**src/lps_pkg.sv**
```systemverilog
`timescale 1ns / 1ps

package lps_pkg;

    localparam int LED_W      = 5;
    localparam int IDX_W      = 4;
    localparam int DUR_W      = 16;
    localparam int TICKS_W    = 13;
    localparam int NRES_W     = 5;

    localparam logic [TICKS_W-1:0] TICK_MAX    = 13'd8191;
    localparam logic [NRES_W-1:0]  MAX_RESULTS = 5'd16;

    typedef enum logic [2:0] {
        CMD_LOAD   = 3'd0,
        CMD_START  = 3'd1,
        CMD_TICK   = 3'd2,
        CMD_PAUSE  = 3'd3,
        CMD_RESUME = 3'd4,
        CMD_STOP   = 3'd5
    } t_cmd;

    typedef struct packed {
        logic [LED_W-1:0]   led;
        logic [TICKS_W-1:0] ticks;
    } t_entry;

endpackage

```
**src/lps_ram.sv**
```systemverilog
`timescale 1ns / 1ps

module lps_ram #(
    parameter int WIDTH = 18,
    parameter int DEPTH = 16
) (
    input  logic                     i_clk,
    input  logic                     i_we,
    input  logic [$clog2(DEPTH)-1:0] i_waddr,
    input  logic [WIDTH-1:0]         i_wdata,
    input  logic [$clog2(DEPTH)-1:0] i_raddr,
    output logic [WIDTH-1:0]         o_rdata
);

    logic [WIDTH-1:0] r_mem [DEPTH];

    always_ff @(posedge i_clk) begin
        if (i_we) begin
            r_mem[i_waddr] <= i_wdata;
        end
        o_rdata <= r_mem[i_raddr];
    end

endmodule

```
**src/lps_tick_div.sv**
```systemverilog
`timescale 1ns / 1ps

module lps_tick_div
    import lps_pkg::*;
#(
    parameter int TICK_MS = 10
) (
    input  logic               i_clk,
    input  logic               i_rst_n,
    input  logic               i_start,
    input  logic [DUR_W-1:0]   i_dividend,
    output logic               o_done,
    output logic [TICKS_W-1:0] o_ticks
);

    // Division by the constant TICK_MS as a multiply by a rounded-up reciprocal.
    // With SHIFT = DUR_W + ceil(log2(TICK_MS)) the quotient is exact for every
    // DUR_W-bit dividend.
    localparam int SHIFT  = DUR_W + $clog2(TICK_MS);
    localparam int RCP_W  = DUR_W + 2;
    localparam int PROD_W = DUR_W + RCP_W;
    localparam logic [63:0] RCP_VAL =
        ((64'd1 << SHIFT) + 64'(TICK_MS) - 64'd1) / 64'(TICK_MS);
    localparam logic [RCP_W-1:0] RECIP = RCP_W'(RCP_VAL);

    logic              r_done;
    logic [PROD_W-1:0] r_prod;
    logic [DUR_W-1:0]  quot;

    always_ff @(posedge i_clk) begin
        if (!i_rst_n) begin
            r_done <= 1'b0;
            r_prod <= '0;
        end else begin
            r_done <= i_start;
            if (i_start) begin
                r_prod <= PROD_W'(i_dividend) * PROD_W'(RECIP);
            end
        end
    end

    assign quot    = DUR_W'(r_prod >> SHIFT);
    assign o_done  = r_done;
    assign o_ticks = (quot > DUR_W'(TICK_MAX)) ? TICK_MAX : quot[TICKS_W-1:0];

endmodule

```
**src/led_pattern_sequencer.sv**
```systemverilog
`timescale 1ns / 1ps

// Plays a table of LED steps. Items arrive on the input channel (valid/ready) and
// carry a command: load an entry, start, tick, pause, resume or stop. Each item
// gives zero or more results on the output channel (valid/ready), the final one
// flagged by o_last. The repeat count is written over the APB port at offset 0.
// One item is worked on at a time; o_in_ready is high whenever the sequencer is
// idle, even while a result still waits in the output register.
// After a load is accepted the input stays busy in S_DIV: the tick count comes
// from a constant reciprocal multiply, registered in the divider, and is written
// to the table in S_DIV. A start scans the table through the single memory read
// port, one entry per cycle, and then forms its first result in S_SHOW. Every
// further entry shown in the same item passes through S_ADV, which steps the
// position and reads the memory, and then S_SHOW, which forms the result. Tick
// and pause without a walk stay idle; stop forms its finished result in S_FIN.
// After reset the table reads as empty, the repeat count is 0 and nothing runs.
// When the receiver stalls, the sequencer holds in place until the output
// register frees up; no result is lost.

module led_pattern_sequencer
    import lps_pkg::*;
#(
    parameter int TABLE_DEPTH = 16,
    parameter int ID_LIMIT    = 32,
    parameter int TICK_MS     = 10
) (
    input  logic               i_clk,
    input  logic               i_rst_n,

    input  logic               i_in_valid,
    output logic               o_in_ready,
    input  logic [2:0]         i_command,
    input  logic [IDX_W-1:0]   i_entry_index,
    input  logic [LED_W-1:0]   i_led_id,
    input  logic [DUR_W-1:0]   i_duration_ms,

    output logic               o_out_valid,
    input  logic               i_out_ready,
    output logic [LED_W-1:0]   o_shown_led,
    output logic [IDX_W-1:0]   o_shown_index,
    output logic [DUR_W-1:0]   o_shown_duration,
    output logic               o_finished,
    output logic               o_last,

    input  logic               psel,
    input  logic               penable,
    input  logic               pwrite,
    input  logic [2:0]         paddr,
    input  logic [31:0]        pwdata,
    output logic [31:0]        prdata,
    output logic               pready
);

    localparam int AW  = $clog2(TABLE_DEPTH);
    localparam int RLW = $clog2(TABLE_DEPTH + 1);
    localparam int MW  = $clog2(TICK_MS + 1);
    localparam logic [AW-1:0] LAST_ADDR = AW'(TABLE_DEPTH - 1);
    localparam logic [MW-1:0] TICK_MULT = MW'(TICK_MS);

    typedef enum logic [2:0] {
        S_IDLE,
        S_DIV,
        S_SCAN,
        S_SHOW,
        S_ADV,
        S_FIN
    } t_state;

    t_state             r_state, n_state;
    logic [AW-1:0]      r_pos, n_pos;
    logic [RLW-1:0]     r_rl, n_rl;
    logic [TICKS_W-1:0] r_hold, n_hold;
    logic [7:0]         r_passes, n_passes;
    logic               r_running, n_running;
    logic               r_paused, n_paused;
    logic [7:0]         r_repeat;
    logic [AW-1:0]      r_scan, n_scan;
    logic [NRES_W-1:0]  r_nres, n_nres;
    logic [RLW-1:0]     r_shows, n_shows;
    logic [AW-1:0]      r_ld_addr, n_ld_addr;
    logic [LED_W-1:0]   r_ld_led, n_ld_led;
    logic [TABLE_DEPTH-1:0] r_vld, n_vld;

    logic               r_out_valid, n_out_valid;
    logic [LED_W-1:0]   r_o_led, n_o_led;
    logic [IDX_W-1:0]   r_o_idx, n_o_idx;
    logic [DUR_W-1:0]   r_o_dur, n_o_dur;
    logic               r_o_fin, n_o_fin;
    logic               r_o_last, n_o_last;

    logic               in_acc;
    logic               out_free;
    logic               div_start;
    logic               div_done;
    logic [TICKS_W-1:0] div_ticks;
    logic [AW-1:0]      rd_addr;
    logic [$bits(t_entry)-1:0] rd_raw;
    t_entry             rd_ent;
    t_entry             wr_ent;
    logic               rd_vld;
    logic [LED_W-1:0]   ent_led;
    logic [TICKS_W-1:0] ent_ticks;
    logic [TICKS_W+MW-1:0] dur_prod;
    logic               id_ok;
    logic [RLW-1:0]     rl_final;
    logic [NRES_W-1:0]  nres_inc;
    logic [RLW-1:0]     shows_inc;
    logic               walk_more;
    logic [RLW-1:0]     pos_inc;
    logic               wrap;
    logic [TICKS_W-1:0] hold_dec;
    logic               cfg_wr;

    assign in_acc   = i_in_valid && (r_state == S_IDLE);
    assign out_free = !r_out_valid || i_out_ready;

    assign cfg_wr = psel && penable && pwrite && !paddr[2];
    assign pready = 1'b1;
    assign prdata = paddr[2] ? 32'd0 : {24'd0, r_repeat};

    assign wr_ent.led   = r_ld_led;
    assign wr_ent.ticks = div_ticks;

    lps_tick_div #(
        .TICK_MS(TICK_MS)
    ) u_div (
        .i_clk      (i_clk),
        .i_rst_n    (i_rst_n),
        .i_start    (div_start),
        .i_dividend (i_duration_ms),
        .o_done     (div_done),
        .o_ticks    (div_ticks)
    );

    lps_ram #(
        .WIDTH($bits(t_entry)),
        .DEPTH(TABLE_DEPTH)
    ) u_ram (
        .i_clk   (i_clk),
        .i_we    (div_done),
        .i_waddr (r_ld_addr),
        .i_wdata (wr_ent),
        .i_raddr (rd_addr),
        .o_rdata (rd_raw)
    );

    assign rd_ent    = t_entry'(rd_raw);
    assign rd_vld    = (r_state == S_SCAN) ? r_vld[r_scan] : r_vld[r_pos];
    assign ent_led   = rd_vld ? rd_ent.led : '0;
    assign ent_ticks = rd_vld ? rd_ent.ticks : '0;
    assign dur_prod  = ent_ticks * TICK_MULT;

    assign id_ok     = (ent_led != '0) && (32'(ent_led) < ID_LIMIT);
    assign rl_final  = id_ok ? (RLW'(r_scan) + RLW'(1)) : r_rl;

    assign nres_inc  = r_nres + NRES_W'(1);
    assign shows_inc = r_shows + RLW'(1);
    assign walk_more = (ent_ticks == '0) && (shows_inc < r_rl) && (nres_inc < MAX_RESULTS);

    assign pos_inc   = RLW'(r_pos) + RLW'(1);
    assign wrap      = (pos_inc == r_rl);
    assign hold_dec  = (r_hold != '0) ? (r_hold - TICKS_W'(1)) : r_hold;

    always_comb begin
        n_state     = r_state;
        n_pos       = r_pos;
        n_rl        = r_rl;
        n_hold      = r_hold;
        n_passes    = r_passes;
        n_running   = r_running;
        n_paused    = r_paused;
        n_scan      = r_scan;
        n_nres      = r_nres;
        n_shows     = r_shows;
        n_ld_addr   = r_ld_addr;
        n_ld_led    = r_ld_led;
        n_vld       = r_vld;
        n_out_valid = r_out_valid && !i_out_ready;
        n_o_led     = r_o_led;
        n_o_idx     = r_o_idx;
        n_o_dur     = r_o_dur;
        n_o_fin     = r_o_fin;
        n_o_last    = r_o_last;
        div_start   = 1'b0;
        rd_addr     = r_pos;

        case (r_state)
            S_IDLE: begin
                if (in_acc) begin
                    case (i_command)
                        CMD_LOAD: begin
                            if (32'(i_entry_index) < TABLE_DEPTH) begin
                                div_start = 1'b1;
                                n_ld_addr = AW'(i_entry_index);
                                n_ld_led  = i_led_id;
                                n_state   = S_DIV;
                            end
                        end
                        CMD_START: begin
                            rd_addr  = '0;
                            n_scan   = '0;
                            n_rl     = '0;
                            n_pos    = '0;
                            n_paused = 1'b0;
                            n_passes = r_repeat;
                            n_nres   = '0;
                            n_shows  = '0;
                            n_state  = S_SCAN;
                        end
                        CMD_TICK: begin
                            if (r_running && !r_paused) begin
                                n_hold = hold_dec;
                                if (hold_dec == '0) begin
                                    n_nres  = '0;
                                    n_shows = '0;
                                    n_state = S_ADV;
                                end
                            end
                        end
                        CMD_PAUSE: begin
                            if (r_running) begin
                                n_paused = 1'b1;
                            end
                        end
                        CMD_RESUME: begin
                            if (r_running && r_paused) begin
                                n_paused = 1'b0;
                                n_nres   = '0;
                                n_shows  = '0;
                                n_state  = S_SHOW;
                            end
                        end
                        CMD_STOP: begin
                            n_running = 1'b0;
                            n_paused  = 1'b0;
                            n_state   = S_FIN;
                        end
                        default: begin
                        end
                    endcase
                end
            end
            S_DIV: begin
                if (div_done) begin
                    n_vld[r_ld_addr] = 1'b1;
                    n_state          = S_IDLE;
                end
            end
            S_SCAN: begin
                if (id_ok && (r_scan != LAST_ADDR)) begin
                    n_rl    = rl_final;
                    n_scan  = r_scan + AW'(1);
                    rd_addr = r_scan + AW'(1);
                end else begin
                    n_rl    = rl_final;
                    rd_addr = '0;
                    if (rl_final == '0) begin
                        n_running = 1'b0;
                        n_paused  = 1'b0;
                        n_state   = S_FIN;
                    end else begin
                        n_running = 1'b1;
                        n_state   = S_SHOW;
                    end
                end
            end
            S_SHOW: begin
                if (out_free) begin
                    n_hold      = ent_ticks;
                    n_out_valid = 1'b1;
                    n_o_led     = ent_led;
                    n_o_idx     = IDX_W'(r_pos);
                    n_o_dur     = DUR_W'(dur_prod);
                    n_o_fin     = 1'b0;
                    n_o_last    = !walk_more;
                    n_nres      = nres_inc;
                    n_shows     = shows_inc;
                    n_state     = walk_more ? S_ADV : S_IDLE;
                end
            end
            S_ADV: begin
                n_pos   = wrap ? '0 : AW'(pos_inc);
                rd_addr = wrap ? '0 : AW'(pos_inc);
                n_state = S_SHOW;
                if (wrap && (r_passes != '0)) begin
                    n_passes = r_passes - 8'd1;
                    if (r_passes == 8'd1) begin
                        n_running = 1'b0;
                        n_paused  = 1'b0;
                        n_state   = S_FIN;
                    end
                end
            end
            S_FIN: begin
                if (out_free) begin
                    n_out_valid = 1'b1;
                    n_o_led     = '0;
                    n_o_idx     = '0;
                    n_o_dur     = '0;
                    n_o_fin     = 1'b1;
                    n_o_last    = 1'b1;
                    n_state     = S_IDLE;
                end
            end
            default: begin
                n_state = S_IDLE;
            end
        endcase
    end

    always_ff @(posedge i_clk) begin
        if (!i_rst_n) begin
            r_state     <= S_IDLE;
            r_pos       <= '0;
            r_rl        <= '0;
            r_hold      <= '0;
            r_passes    <= '0;
            r_running   <= 1'b0;
            r_paused    <= 1'b0;
            r_repeat    <= '0;
            r_scan      <= '0;
            r_nres      <= '0;
            r_shows     <= '0;
            r_vld       <= '0;
            r_out_valid <= 1'b0;
        end else begin
            r_state     <= n_state;
            r_pos       <= n_pos;
            r_rl        <= n_rl;
            r_hold      <= n_hold;
            r_passes    <= n_passes;
            r_running   <= n_running;
            r_paused    <= n_paused;
            r_scan      <= n_scan;
            r_nres      <= n_nres;
            r_shows     <= n_shows;
            r_vld       <= n_vld;
            r_out_valid <= n_out_valid;
            if (cfg_wr) begin
                r_repeat <= pwdata[7:0];
            end
        end
    end

    always_ff @(posedge i_clk) begin
        r_ld_addr <= n_ld_addr;
        r_ld_led  <= n_ld_led;
        r_o_led   <= n_o_led;
        r_o_idx   <= n_o_idx;
        r_o_dur   <= n_o_dur;
        r_o_fin   <= n_o_fin;
        r_o_last  <= n_o_last;
    end

    assign o_in_ready       = (r_state == S_IDLE);
    assign o_out_valid      = r_out_valid;
    assign o_shown_led      = r_o_led;
    assign o_shown_index    = r_o_idx;
    assign o_shown_duration = r_o_dur;
    assign o_finished       = r_o_fin;
    assign o_last           = r_o_last;

endmodule

```
**config.mk**
```make
export PLATFORM = sky130hd
export DESIGN_NAME = led_pattern_sequencer
export DESIGN_NICKNAME = d
export VERILOG_FILES = /design/src/lps_pkg.sv /design/src/lps_ram.sv /design/src/lps_tick_div.sv /design/src/led_pattern_sequencer.sv
export SDC_FILE = /design/constraint.sdc
export NUM_CORES = 1
export LEC_CHECK = 0
export ABC_CLOCK_PERIOD_IN_PS = 4700
export BUFFER_PORTS_ARGS = -buffer_cell sky130_fd_sc_hd__buf_2
export CAP_MARGIN = 20
export CELL_PAD_IN_SITES_DETAIL_PLACEMENT = 1
export CELL_PAD_IN_SITES_GLOBAL_PLACEMENT = 1
export CORE_MARGIN = 8
export CORE_UTILIZATION = 46
export DETAILED_ROUTE_END_ITERATION = 8
export PLACE_DENSITY_LB_ADDON = 0.1
export SETUP_SLACK_MARGIN = 0.3
export SLEW_MARGIN = 20
export SYNTH_ARGS = -nofsm -noshare
export SYNTH_HDL_FRONTEND = slang
export SYNTH_SLANG_ARGS = --single-unit
```
**constraint.sdc**
```tcl
create_clock -name i_clk -period 4.7 [get_ports i_clk]
set_input_delay 0.235 -clock i_clk [delete_from_list [all_inputs] [get_ports i_clk]]
set_output_delay 0.235 -clock i_clk [all_outputs]
set_load 0.05 [all_outputs]
```
* Word level (Yosys, flattened, before mapping)
Memories as Yosys holds them, arrays and structs flattened. A register that Yosys moved wholly into a read port is not among the register bits.
Index checks and enable logic that the tools add are counted.
** Cells by class
- Mux-type cells :: 93
- Bitwise gates (word level) :: 1
- Multiply operators :: 2
- Equality and inequality tests :: 33
- Add/subtract/negate cells :: 7
- Reductions and logical operators :: 44
- Order comparisons :: 7
** Operator list (count)
- 13-bit two-way mux :: 7
- 5-bit two-way mux :: 12
- 5-bit case mux with 2 select lines :: 4
- 3-bit two-way mux :: 12
- 4-bit two-way mux :: 9
- 16-bit by 16-bit multiplier with 32-bit output, second input constant :: 1
- 16-bit two-way mux :: 2
- 8-bit two-way mux :: 4
- 16-bit case mux with 2 select lines :: 1
- 13-bit zero test :: 2
- 13-bit case mux with 2 select lines :: 1
- 1-bit two-way mux :: 25
- 4-bit case mux with 2 select lines :: 3
- 3-bit case mux with 6 select lines :: 1
- 9-bit AND reduction :: 2
- 2-bit by 1-bit inequality test with 1-bit output, second input constant :: 8
- 16-bit bitwise OR :: 1
- 8-bit case mux with 2 select lines :: 1
- 4-bit by 5-bit < comparator with 1-bit output, second input constant :: 3
- 13-bit by 3-bit multiplier with 15-bit output, second input constant :: 1
- 3-bit case mux with 5 select lines :: 1
- 5-bit case mux with 3 select lines :: 1
- 13-bit > comparator, second input constant :: 1
- 13-bit nonzero test :: 1
- other kinds (40) :: 83
** Storage, ports and cells
- Output and inout port bits :: 62
- Bits in registers :: 143
- Memories kept :: 1
- Word-level logic and storage cells :: 210
- Memory bits (writable) :: 288
** Memory list
- u_ram.r_mem :: words 16, width 18, read ports 1, clocked after Yosys merged registers in 1, wr ports 1, RTL line lps_ram.sv:15 : logic [WIDTH-1:0] r_mem [DEPTH];

* Logic depth before layout (Yosys ltp)
Gate-level depths: netlist of the first run.
- Depth in word-level cells :: 10
- Gate-level depth with buffers :: 21
- Mapped depth without buffers :: 21

* Cells and area by module
A second synthesis of the first run with hierarchy kept.
** Unflattened totals
- Cell total of the unflattened synthesis :: 1872
- Area total of the unflattened synthesis :: 23482.5 um^2
** Modules (own cells, without submodules)
- lps_ram :: cells each 482, area each 11323.4 um^2, times used 1, seq. area each 9008.6 um^2
- led_pattern_sequencer :: cells each 836, area each 7019.2 um^2, times used 1, seq. area each 2532.4 um^2
- lps_tick_div :: cells each 554, area each 5139.9 um^2, times used 1, seq. area each 280.3 um^2

* Least setup slack after synthesis of the first run
OpenSTA, ideal clock, no wires.
- Path kind :: in2reg
- Start point :: in i_duration_ms[6]
- End point :: reg u_div.r_prod[24]
- Setup time :: 63 ps
- Data required time :: 4637 ps
- Data arrival time :: 5027 ps
- Cell stages on the path :: 19
- Path buffers :: 0
- Path slack :: -390 ps
- Cell sequence :: ha_1 -> inv_1 -> fa_1 -> inv_1 -> fa_1 -> fa_1 -> fa_1 -> inv_1 -> fa_1 -> inv_1 -> ha_1 -> o21ai_0 -> a21oi_1 -> a21boi_0 -> a21oi_1 -> nand2_1 -> a21oi_1 -> or4b_2 -> nand3_1
** On the way
- Word-level cells in the longest chain between the ends :: 1
** Ends and longest elaborated chain
- start, declared :: RTL line led_pattern_sequencer.sv:35 : input logic [DUR_W-1:0] i_duration_ms,
- 16-bit by 16-bit multiplier with 32-bit output :: RTL line lps_tick_div.sv:37 : r_prod <= PROD_W'(i_dividend) * PROD_W'(RECIP);
- end signal, assigned :: RTL line lps_tick_div.sv:37
- end, declared :: RTL line lps_tick_div.sv:27 : logic [PROD_W-1:0] r_prod;
No other way between the ends.
A chain may end at the register's enable or synchronous reset.

* Worst setup path in the final report of the first run
- Start point :: in i_duration_ms[5]
- End point :: reg u_div.r_prod[29]
Same word-level chain as after synthesis.

==> run_summary.xml, run 1 <==
<?xml version="1.0" encoding="UTF-8"?>
<metrics>
  <group name="outcome">
    <metric name="outcome" unit="">finished, final reports clean</metric>
  </group>
  <group name="sta">
    <metric name="rsz0062_at_grt" unit="">yes</metric>
    <metric name="post-route-min-period" unit="ns">4.44</metric>
    <metric name="finalCritPeriodShare" unit="%">94.4</metric>
    <metric name="finalHoldViolCount" unit="">0</metric>
    <metric name="postLayoutSetupSlackWorst" unit="ns">0.261</metric>
    <metric name="timing.slew.headroom" unit="%">40.4</metric>
    <metric name="skew" unit="ns">0.0400</metric>
    <metric name="max_clock_freq" unit="MHz">225</metric>
    <metric name="worst_pin_slew" unit="ns">0.888</metric>
    <metric name="timing.final.max_slew_violations" unit="">0</metric>
    <metric name="setup_violations" unit="">0</metric>
  </group>
  <group name="synthesis">
    <metric name="ys_top_cells_by_area" unit="">edfxtp_1, dfxtp_1, ha_1</metric>
    <metric name="share_of_the_synthesized_area_in_compound_gates_ao_oa_aoi_oai" unit="%">9.76</metric>
    <metric name="synth-seq-cells" unit="">429</metric>
    <metric name="synth.cell_area" unit="sq um">23500</metric>
    <metric name="syn-instance-count" unit="">1966</metric>
    <metric name="synth.lib_cells_used.distinct" unit="">77</metric>
    <metric name="number_of_flops_mapped_to_enable_cells_by_yosys" unit="">323</metric>
    <metric name="synthesis.yosys.warnings" unit="">0</metric>
    <metric name="share_of_synthesized_cell_area_in_and_or_nand_and_nor_gates" unit="%">9.56</metric>
    <metric name="synth.yosys.seq_area_share" unit="%">50.3</metric>
    <metric name="yosys.area_share.adder" unit="%">15.5</metric>
    <metric name="post-synth-top-area-fraction" unit="%">41.2</metric>
    <metric name="post-synth-top-area-cell" unit="">edfxtp_1</metric>
    <metric name="synth_ff_type" unit="">edfxtp_1</metric>
    <metric name="avgSynthCellArea" unit="sq um">12.0</metric>
    <metric name="async_reset_ff_share" unit="%">0</metric>
    <metric name="post_synth_xor_xnor_area" unit="%">1.56</metric>
    <metric name="mux_share_of_post_synthesis_cell_area" unit="%">7.58</metric>
    <metric name="combinational_family_with_the_most_area_after_synthesis" unit="">adder cells</metric>
  </group>
  <group name="finish">
    <metric name="layout.area.seq" unit="sq um">11800</metric>
    <metric name="post-route-util" unit="%">54.4</metric>
    <metric name="multiInputGateArea" unit="sq um">11000</metric>
    <metric name="layout.nets" unit="">2459</metric>
    <metric name="fin_area" unit="sq um">27700</metric>
    <metric name="layout-drive-gt1-share" unit="%">18.7</metric>
    <metric name="nFillCells" unit="">5240</metric>
    <metric name="flow.area_growth_from_synthesis" unit="%">17.8</metric>
    <metric name="final_cells" unit="">2864</metric>
    <metric name="number_of_antenna_diodes" unit="">0</metric>
  </group>
  <group name="clock_tree">
    <metric name="clk_root_buffer_cell" unit="">clkbuf_16</metric>
    <metric name="cts_inserted_buffers" unit="">47</metric>
    <metric name="cts.sinks" unit="">429</metric>
    <metric name="clkSlewWorstSetupHoldPaths" unit="ns">0.06</metric>
    <metric name="cts_tree" unit="">done</metric>
    <metric name="cts-htree-levels" unit="">2</metric>
    <metric name="clock_insertion_delay_worst_skew" unit="ns">0.61</metric>
    <metric name="clockBufferDepth" unit="">3</metric>
  </group>
  <group name="floorplanning">
    <metric name="floorplan.die.height" unit="um">242</metric>
    <metric name="start_util" unit="%">46.2</metric>
    <metric name="dieArea" unit="sq um">58600</metric>
    <metric name="floorplan.rows" unit="">83</metric>
    <metric name="top_level_ports" unit="">132</metric>
    <metric name="die_extent_in_x" unit="um">242</metric>
    <metric name="area_inside_the_core_boundary" unit="sq um">50900</metric>
  </group>
  <group name="routing">
    <metric name="via_count" unit="">15684</metric>
    <metric name="routed.top_layer" unit="">met5</metric>
    <metric name="drt_drc_violations_left" unit="">0</metric>
    <metric name="met1_length" unit="mm">26.6</metric>
    <metric name="route.final.wire_length" unit="mm">61.7</metric>
    <metric name="wl_per_cell" unit="um">21.6</metric>
    <metric name="via_per_inst" unit="">5.48</metric>
    <metric name="drt_pass1_iterations" unit="">5</metric>
    <metric name="antenna_left" unit="">0</metric>
    <metric name="dr_wl_met3" unit="mm">2.26</metric>
    <metric name="detail_route.iter0.violations" unit="">789</metric>
    <metric name="met2WireLength" unit="mm">31.4</metric>
  </group>
  <group name="place">
    <metric name="gp_routability_congestion" unit="">0.861</metric>
    <metric name="placement.cell_area" unit="sq um">25600</metric>
    <metric name="dp_hpwl" unit="mm">42.8</metric>
    <metric name="buffer_ports.inserted" unit="">79</metric>
    <metric name="pre_cts_ws" unit="ns">-0.521</metric>
    <metric name="numPlacedInstances" unit="">2751</metric>
  </group>
  <group name="setup_path">
    <metric name="worstRegToRegCells" unit="">16</metric>
    <metric name="critical_path_class" unit="">in2reg</metric>
    <metric name="worst-endpoint-required" unit="ns">5.16</metric>
    <metric name="worstPathArrival" unit="ns">4.90</metric>
    <metric name="cp-start-kind" unit="">primary input</metric>
    <metric name="crit_path_end_kind" unit="">flip-flop</metric>
    <metric name="maximum_fanout_count_along_the_critical_path" unit="">4</metric>
  </group>
  <group name="min_path">
    <metric name="timing.hold.worst_path_depth" unit="">3</metric>
    <metric name="worst_hold_path_type" unit="">in2reg</metric>
  </group>
  <group name="global_route">
    <metric name="grt_max_degree" unit="">75</metric>
    <metric name="grt.overflow.total" unit="">0</metric>
    <metric name="tot_gr_track_use" unit="%">20.4</metric>
    <metric name="via_count_of_the_first_global_routing_pass" unit="">16777</metric>
    <metric name="grt_antenna_before_repair" unit="">5</metric>
    <metric name="wire_length_of_the_first_global_routing_pass" unit="mm">95.4</metric>
  </group>
  <group name="pwr">
    <metric name="power.density" unit="nW/um^2">510</metric>
    <metric name="vdd.ir_drop.worst" unit="mV">0.389</metric>
    <metric name="p_total" unit="mW">14.1</metric>
    <metric name="total_leakage_power" unit="nW">11.4</metric>
  </group>
  <group name="run">
    <metric name="timing.max_cap.violations" unit="">0</metric>
  </group>
</metrics>
-- final cells by class --
class	count	share of cell area (%)
Clock buffer	63	4.61
Sequential cell	429	42.7
Inverter	197	2.69
Clock inverter	25	1.20
Tap cell	680	3.07
Timing Repair Buffer	221	5.93
Multi-Input combinational cell	1249	39.8
-- Yosys cell counts, drive strengths merged (4+ instances only) --
cell type  number
buf            59
o211ai          4
a221o          20
and2           22
nand3b          4
nor3b           4
xor2           20
or2             5
nand4          11
nand3          36
nor2b          94
inv           197
a21oi          94
nor3           31
mux2           37
a32oi           5
a211oi         42
xnor2          22
nand2b          9
and3            6
ha            164
o31ai           4
nand2          77
clkbuf         56
a31oi          15
or3             5
a21o           14
mux2i         114
a21boi         18
mux4           10
o21ai          70
or4             6
a22oi           8
nor2           93
dfxtp         106
nor4            7
edfxtp        323
o22ai          22
fa             80
a211o           4
-- stage by stage --
stage          hold slack (ns)  setup TNS [ns]
2_1_floorplan            0.334               0
3_3_place_gp             0.414           -2.59
3_5_place_dp             0.414           -4.23
4_1_cts                  0.117               0
5_1_grt                  0.172               0
6_report                 0.142               0
-- cell families after synthesis --
group                    Yosys count
adder cells (fa/ha/maj)          244
other                              2
XOR/XNOR                          42
AO/OA/AOI/OAI                    349
multiplexers                     161
buffers and inverters            312
AND/OR/NAND/NOR                  427
flip-flops                       429
-- power breakdown --
part,internal [mW],switching [mW]
logic,2.86,3.12
clock network,2.21,1.58
registers,4.22,0.140
-- registers in the layout, indices dropped and copies added, names as in the netlist, 8 cells and up --
signal,cells
u_ram.r_mem,288
r_vld,16
u_ram.o_rdata,18
r_passes,8
o_shown_duration,15
r_hold,13
u_div.r_prod,13
r_repeat,8
-- cell usage in the layout, fill, tap and decap left out, types with 26 or more instances in the layout --
master,synthesis,layout
mux2i_1,114,113
a21oi_1,94,87
fa_1,80,73
ha_1,164,135
dfxtp_1,106,102
edfxtp_1,323,323
nor2b_1,94,94
conb_1,2,26
nand3_1,36,35
inv_1,197,184
buf_2,23,68
nand2_1,77,75
nor2_1,92,78
ha_4,0,26
clkbuf_16,0,47
nor3_1,31,27
buf_4,28,118
o21ai_0,66,56
a211oi_1,41,38
mux2_1,29,29
-- worst max-delay path, cell delays in order --
cell and delay, ns:
buf_8 0.10, ha_4 0.25, xor2_1 0.16, ha_1 0.32, fa_1 0.50, inv_2 0.04
fa_1 0.49, inv_1 0.06, fa_1 0.47, fa_1 0.54, ha_4 0.22, a21o_1 0.16
a21o_1 0.17, a211o_1 0.30, a211oi_4 0.30, nor2_2 0.08, o21ai_2 0.16, nand2b_1 0.09
a211o_1 0.26
-- final timing paths --
| path | from | to | slack [ns] |
|---|---|---|---|
| worst max register to register | r_scan[2] | o_shown_duration[15] | 0.48 |
| worst min-delay path | i_command[1] | r_paused | 0.14 |
| worst max-delay path | i_duration_ms[5] | u_div.r_prod[29] | 0.26 |
| worst min register to register | r_nres[4] | r_nres[4] | 0.47 |
-- routing by layer --
| layer | vias up | global-route usage, % |
|---|---|---|
| li1 | 7383 | - |
| met1 | 7952 | 25.7 |
| met2 | 246 | 36.2 |
| met3 | 101 | 2.99 |
| met4 | 2 | 5.37 |
| met5 | - | 0 |
-- what timing repair did --
item                                    4_1_cts  5_1_grt
pin swaps                                     5       27
endpoints found under the setup margin        8       16
resized for setup                            13       70
hold buffers                                 17        0
setup buffers                                 1        7
endpoints found under the hold margin        17        0
Note: power is estimated with default switching activity, not from simulation.
==> inputs of run 2 (changes only) <==
Settings changed: CELL_PAD_IN_SITES_DETAIL_PLACEMENT 1 to not set, CELL_PAD_IN_SITES_GLOBAL_PLACEMENT 1 to not set, CORE_UTILIZATION 46 to 50, PLACE_DENSITY set to 0.7, PLACE_DENSITY_LB_ADDON 0.1 to not set.
==> run_summary.xml, run 2 (synthesis gave the netlist of run 1 again) <==
<?xml version="1.0" encoding="UTF-8"?>
<metrics>
  <group name="finish">
    <metric name="most-common-layout-cells" unit="">edfxtp_1, inv_1, ha_1</metric>
    <metric name="layout-drive-gt1-share" unit="%">18.2</metric>
    <metric name="layout.area.seq" unit="sq um">11800</metric>
    <metric name="top_regs" unit="">u_ram.r_mem (288), u_ram.o_rdata (18), r_vld (16)</metric>
    <metric name="nFillCells" unit="">3680</metric>
    <metric name="final_cells" unit="">2775</metric>
    <metric name="flip_flop_count_of_the_largest_register_after_layout" unit="">288</metric>
    <metric name="fin_area" unit="sq um">27300</metric>
    <metric name="layout.nets" unit="">2448</metric>
    <metric name="top_register" unit="">u_ram.r_mem</metric>
    <metric name="multiInputGateArea" unit="sq um">11100</metric>
    <metric name="final_common_cell" unit="">edfxtp_1</metric>
    <metric name="flow.area_growth_from_synthesis" unit="%">16.0</metric>
  </group>
  <group name="setup_path">
    <metric name="critical-path-slowest-cell" unit="">fa_1</metric>
    <metric name="reg2reg_slack" unit="ns">0.51</metric>
    <metric name="worst-endpoint-required" unit="ns">5.14</metric>
    <metric name="worstRegToRegCells" unit="">16</metric>
    <metric name="max_stage_delay" unit="ns">0.54</metric>
    <metric name="cp_top_family" unit="">adder cells</metric>
    <metric name="rr_endpoint" unit="">o_shown_duration[14]</metric>
    <metric name="crit_path_end_kind" unit="">flip-flop</metric>
    <metric name="crit_top_cell" unit="">fa_1</metric>
    <metric name="critical_path.n_buffers_inverters" unit="">3</metric>
    <metric name="critical_path_class" unit="">in2reg</metric>
    <metric name="cp_cell_sequence" unit="">buf_6 &gt; ha_4 &gt; xor2_1 &gt; ha_1 &gt; fa_1 &gt; inv_2 &gt; fa_1 &gt; inv_2 &gt; fa_1 &gt; fa_1 &gt; ha_4 &gt; a21o_1 &gt; a21o_1 &gt; a211o_1 &gt; a211oi_4 &gt; nor2_2 &gt; o21ai_2 &gt; nand2b_1 &gt; a211o_1</metric>
    <metric name="worstReg2RegStart" unit="">r_scan[2]</metric>
    <metric name="maximum_fanout_count_along_the_critical_path" unit="">3</metric>
    <metric name="cp-start-kind" unit="">primary input</metric>
    <metric name="worstPathArrival" unit="ns">4.82</metric>
  </group>
  <group name="place">
    <metric name="buffer_ports.inserted" unit="">79</metric>
    <metric name="gp_routability_congestion" unit="">0.908</metric>
    <metric name="placement.cell_area" unit="sq um">25400</metric>
    <metric name="dp_hpwl" unit="mm">37.3</metric>
    <metric name="numPlacedInstances" unit="">2672</metric>
  </group>
  <group name="global_route">
    <metric name="via_count_of_the_first_global_routing_pass" unit="">15324</metric>
    <metric name="grt.overflow.total" unit="">0</metric>
    <metric name="grt_max_degree" unit="">58</metric>
    <metric name="wire_length_of_the_first_global_routing_pass" unit="mm">83.5</metric>
    <metric name="grt_antenna_before_repair" unit="">4</metric>
    <metric name="tot_gr_track_use" unit="%">19.6</metric>
  </group>
  <group name="sta">
    <metric name="finalCritPeriodShare" unit="%">93.1</metric>
    <metric name="max_clock_freq" unit="MHz">229</metric>
    <metric name="post-route-min-period" unit="ns">4.37</metric>
    <metric name="timing.slew.headroom" unit="%">28.0</metric>
    <metric name="setup_total_negative_slack" unit="ns">0</metric>
    <metric name="timing.final.max_slew_violations" unit="">0</metric>
    <metric name="worst_pin_slew" unit="ns">1.08</metric>
    <metric name="setup_violations" unit="">0</metric>
    <metric name="skew" unit="ns">0.0307</metric>
    <metric name="rsz0062_at_grt" unit="">yes</metric>
    <metric name="finalHoldViolCount" unit="">0</metric>
  </group>
  <group name="min_path">
    <metric name="worst_hold_path_type" unit="">in2reg</metric>
    <metric name="worst_hold_path.endpoint" unit="">r_paused</metric>
    <metric name="worstHoldStart" unit="">i_command[1]</metric>
    <metric name="timing.hold.worst_path_depth" unit="">3</metric>
  </group>
  <group name="routing">
    <metric name="route.final.wire_length" unit="mm">53.9</metric>
    <metric name="drt_drc_violations_left" unit="">0</metric>
    <metric name="drt_pass1_iterations" unit="">5</metric>
    <metric name="wl_per_cell" unit="um">19.4</metric>
    <metric name="antenna_left" unit="">0</metric>
    <metric name="via_count" unit="">15330</metric>
    <metric name="detail_route.iter0.violations" unit="">1091</metric>
    <metric name="via_per_inst" unit="">5.52</metric>
  </group>
  <group name="pwr">
    <metric name="power.density" unit="nW/um^2">484</metric>
    <metric name="netSwitchingFraction" unit="%">33.9</metric>
    <metric name="power.share.clock" unit="%">23.9</metric>
    <metric name="power_frac_seq" unit="%">33.1</metric>
    <metric name="total_switching_power" unit="mW">4.47</metric>
    <metric name="p_int" unit="mW">8.74</metric>
    <metric name="total_leakage_power" unit="nW">11.3</metric>
    <metric name="power.share.combinational" unit="%">43.1</metric>
    <metric name="vdd.ir_drop.worst" unit="mV">0.449</metric>
  </group>
  <group name="floorplanning">
    <metric name="area_inside_the_core_boundary" unit="sq um">46500</metric>
    <metric name="top_level_ports" unit="">132</metric>
    <metric name="floorplan.rows" unit="">79</metric>
    <metric name="die_extent_in_x" unit="um">233</metric>
    <metric name="start_util" unit="%">50.6</metric>
    <metric name="floorplan.die.height" unit="um">233</metric>
    <metric name="dieArea" unit="sq um">54200</metric>
  </group>
  <group name="clock_tree">
    <metric name="clk_root_buffer_cell" unit="">clkbuf_16</metric>
    <metric name="clockBufferDepth" unit="">3</metric>
    <metric name="clock_insertion_delay_worst_skew" unit="ns">0.58</metric>
    <metric name="cts_tree" unit="">done</metric>
    <metric name="cts_inserted_buffers" unit="">42</metric>
    <metric name="clkSlewWorstSetupHoldPaths" unit="ns">0.06</metric>
    <metric name="cts.sinks" unit="">429</metric>
    <metric name="cts-htree-levels" unit="">2</metric>
  </group>
  <group name="outcome">
    <metric name="outcome" unit="">finished, final reports clean</metric>
  </group>
  <group name="run">
    <metric name="timing.max_cap.violations" unit="">0</metric>
  </group>
</metrics>
==> run 2: stage by stage <==
stage	setup slack [ns]	utilization (%)	power, mW	hold WS [ns]
floorplan	0.0838	-	8.12	0.334
global placement	-0.275	54.8	9.58	0.411
detailed placement	-0.324	54.8	9.69	0.413
CTS	0.301	57.9	12.9	0.137
global route	0.216	58.7	14.1	0.191
finish	0.325	58.7	13.2	0.163
==> run 2: timing repair <==
action,in CTS,in global routing
setup endpoints to repair,6,16
hold buffers,17,0
gates resized for setup,3,77
pin swaps,3,26
hold endpoints to repair,17,0
setup buffers,1,7
==> run 2: routing by layer <==
metal,up-vias,global-route usage (%),part of all wire [%]
met3,85,2.94,5.8
met4,0,4.89,2.3
met2,420,34.7,50
met1,7465,24.9,42
li1,7360,-,-
met5,-,0,0
==> run 2: power by group through the flow <==
stage          Combinational [mW]  Sequential [mW]  Clock, mW
2_1_floorplan                3.70             4.42          0
5_1_grt                      6.31             4.38       3.37
4_1_cts                      5.29             4.37       3.21
6_report                     5.69             4.37       3.15
3_5_place_dp                 5.24             4.45          0
3_3_place_gp                 5.14             4.44          0
==> run 2: worst max path at each step <==
stage | from | end | slack, ns | cells past startpoint
after floorplan | i_duration_ms[8] | u_div.r_prod[29] | 0.08 | 17
after global placement | i_duration_ms[7] | u_div.r_prod[28] | -0.28 | 19
after detailed placement | i_duration_ms[7] | u_div.r_prod[28] | -0.32 | 21
after CTS | i_duration_ms[5] | u_div.r_prod[29] | 0.30 | 21
after global routing | i_duration_ms[8] | u_div.r_prod[28] | 0.22 | 19
final | i_duration_ms[5] | u_div.r_prod[29] | 0.33 | 19
==> run 2: layout make-up <==
cell class | count | area share [%]
diodes | 2 | 0.0183
clock buffers | 58 | 4.27
flip-flops and latches | 429 | 43.4
inverters | 197 | 2.73
multi-input cells | 1249 | 40.6
well taps | 607 | 2.78
clock inverters | 18 | 0.463
repair buffers | 215 | 5.79
==> run 2: worst reg2reg max path: stages (launching register included) <==
cell and delay, ns:
dfxtp_4 0.39, mux4_2 0.53, mux4_2 0.50, mux2i_2 0.22, buf_12 0.16, nor2b_1 0.09, ha_1 0.31, ha_1 0.22
fa_1 0.40, a21oi_1 0.17, o21bai_1 0.10, a21o_1 0.20, a21oi_2 0.17, o21a_1 0.16, o21ai_0 0.12, xnor2_1 0.15
nor2_1 0.05
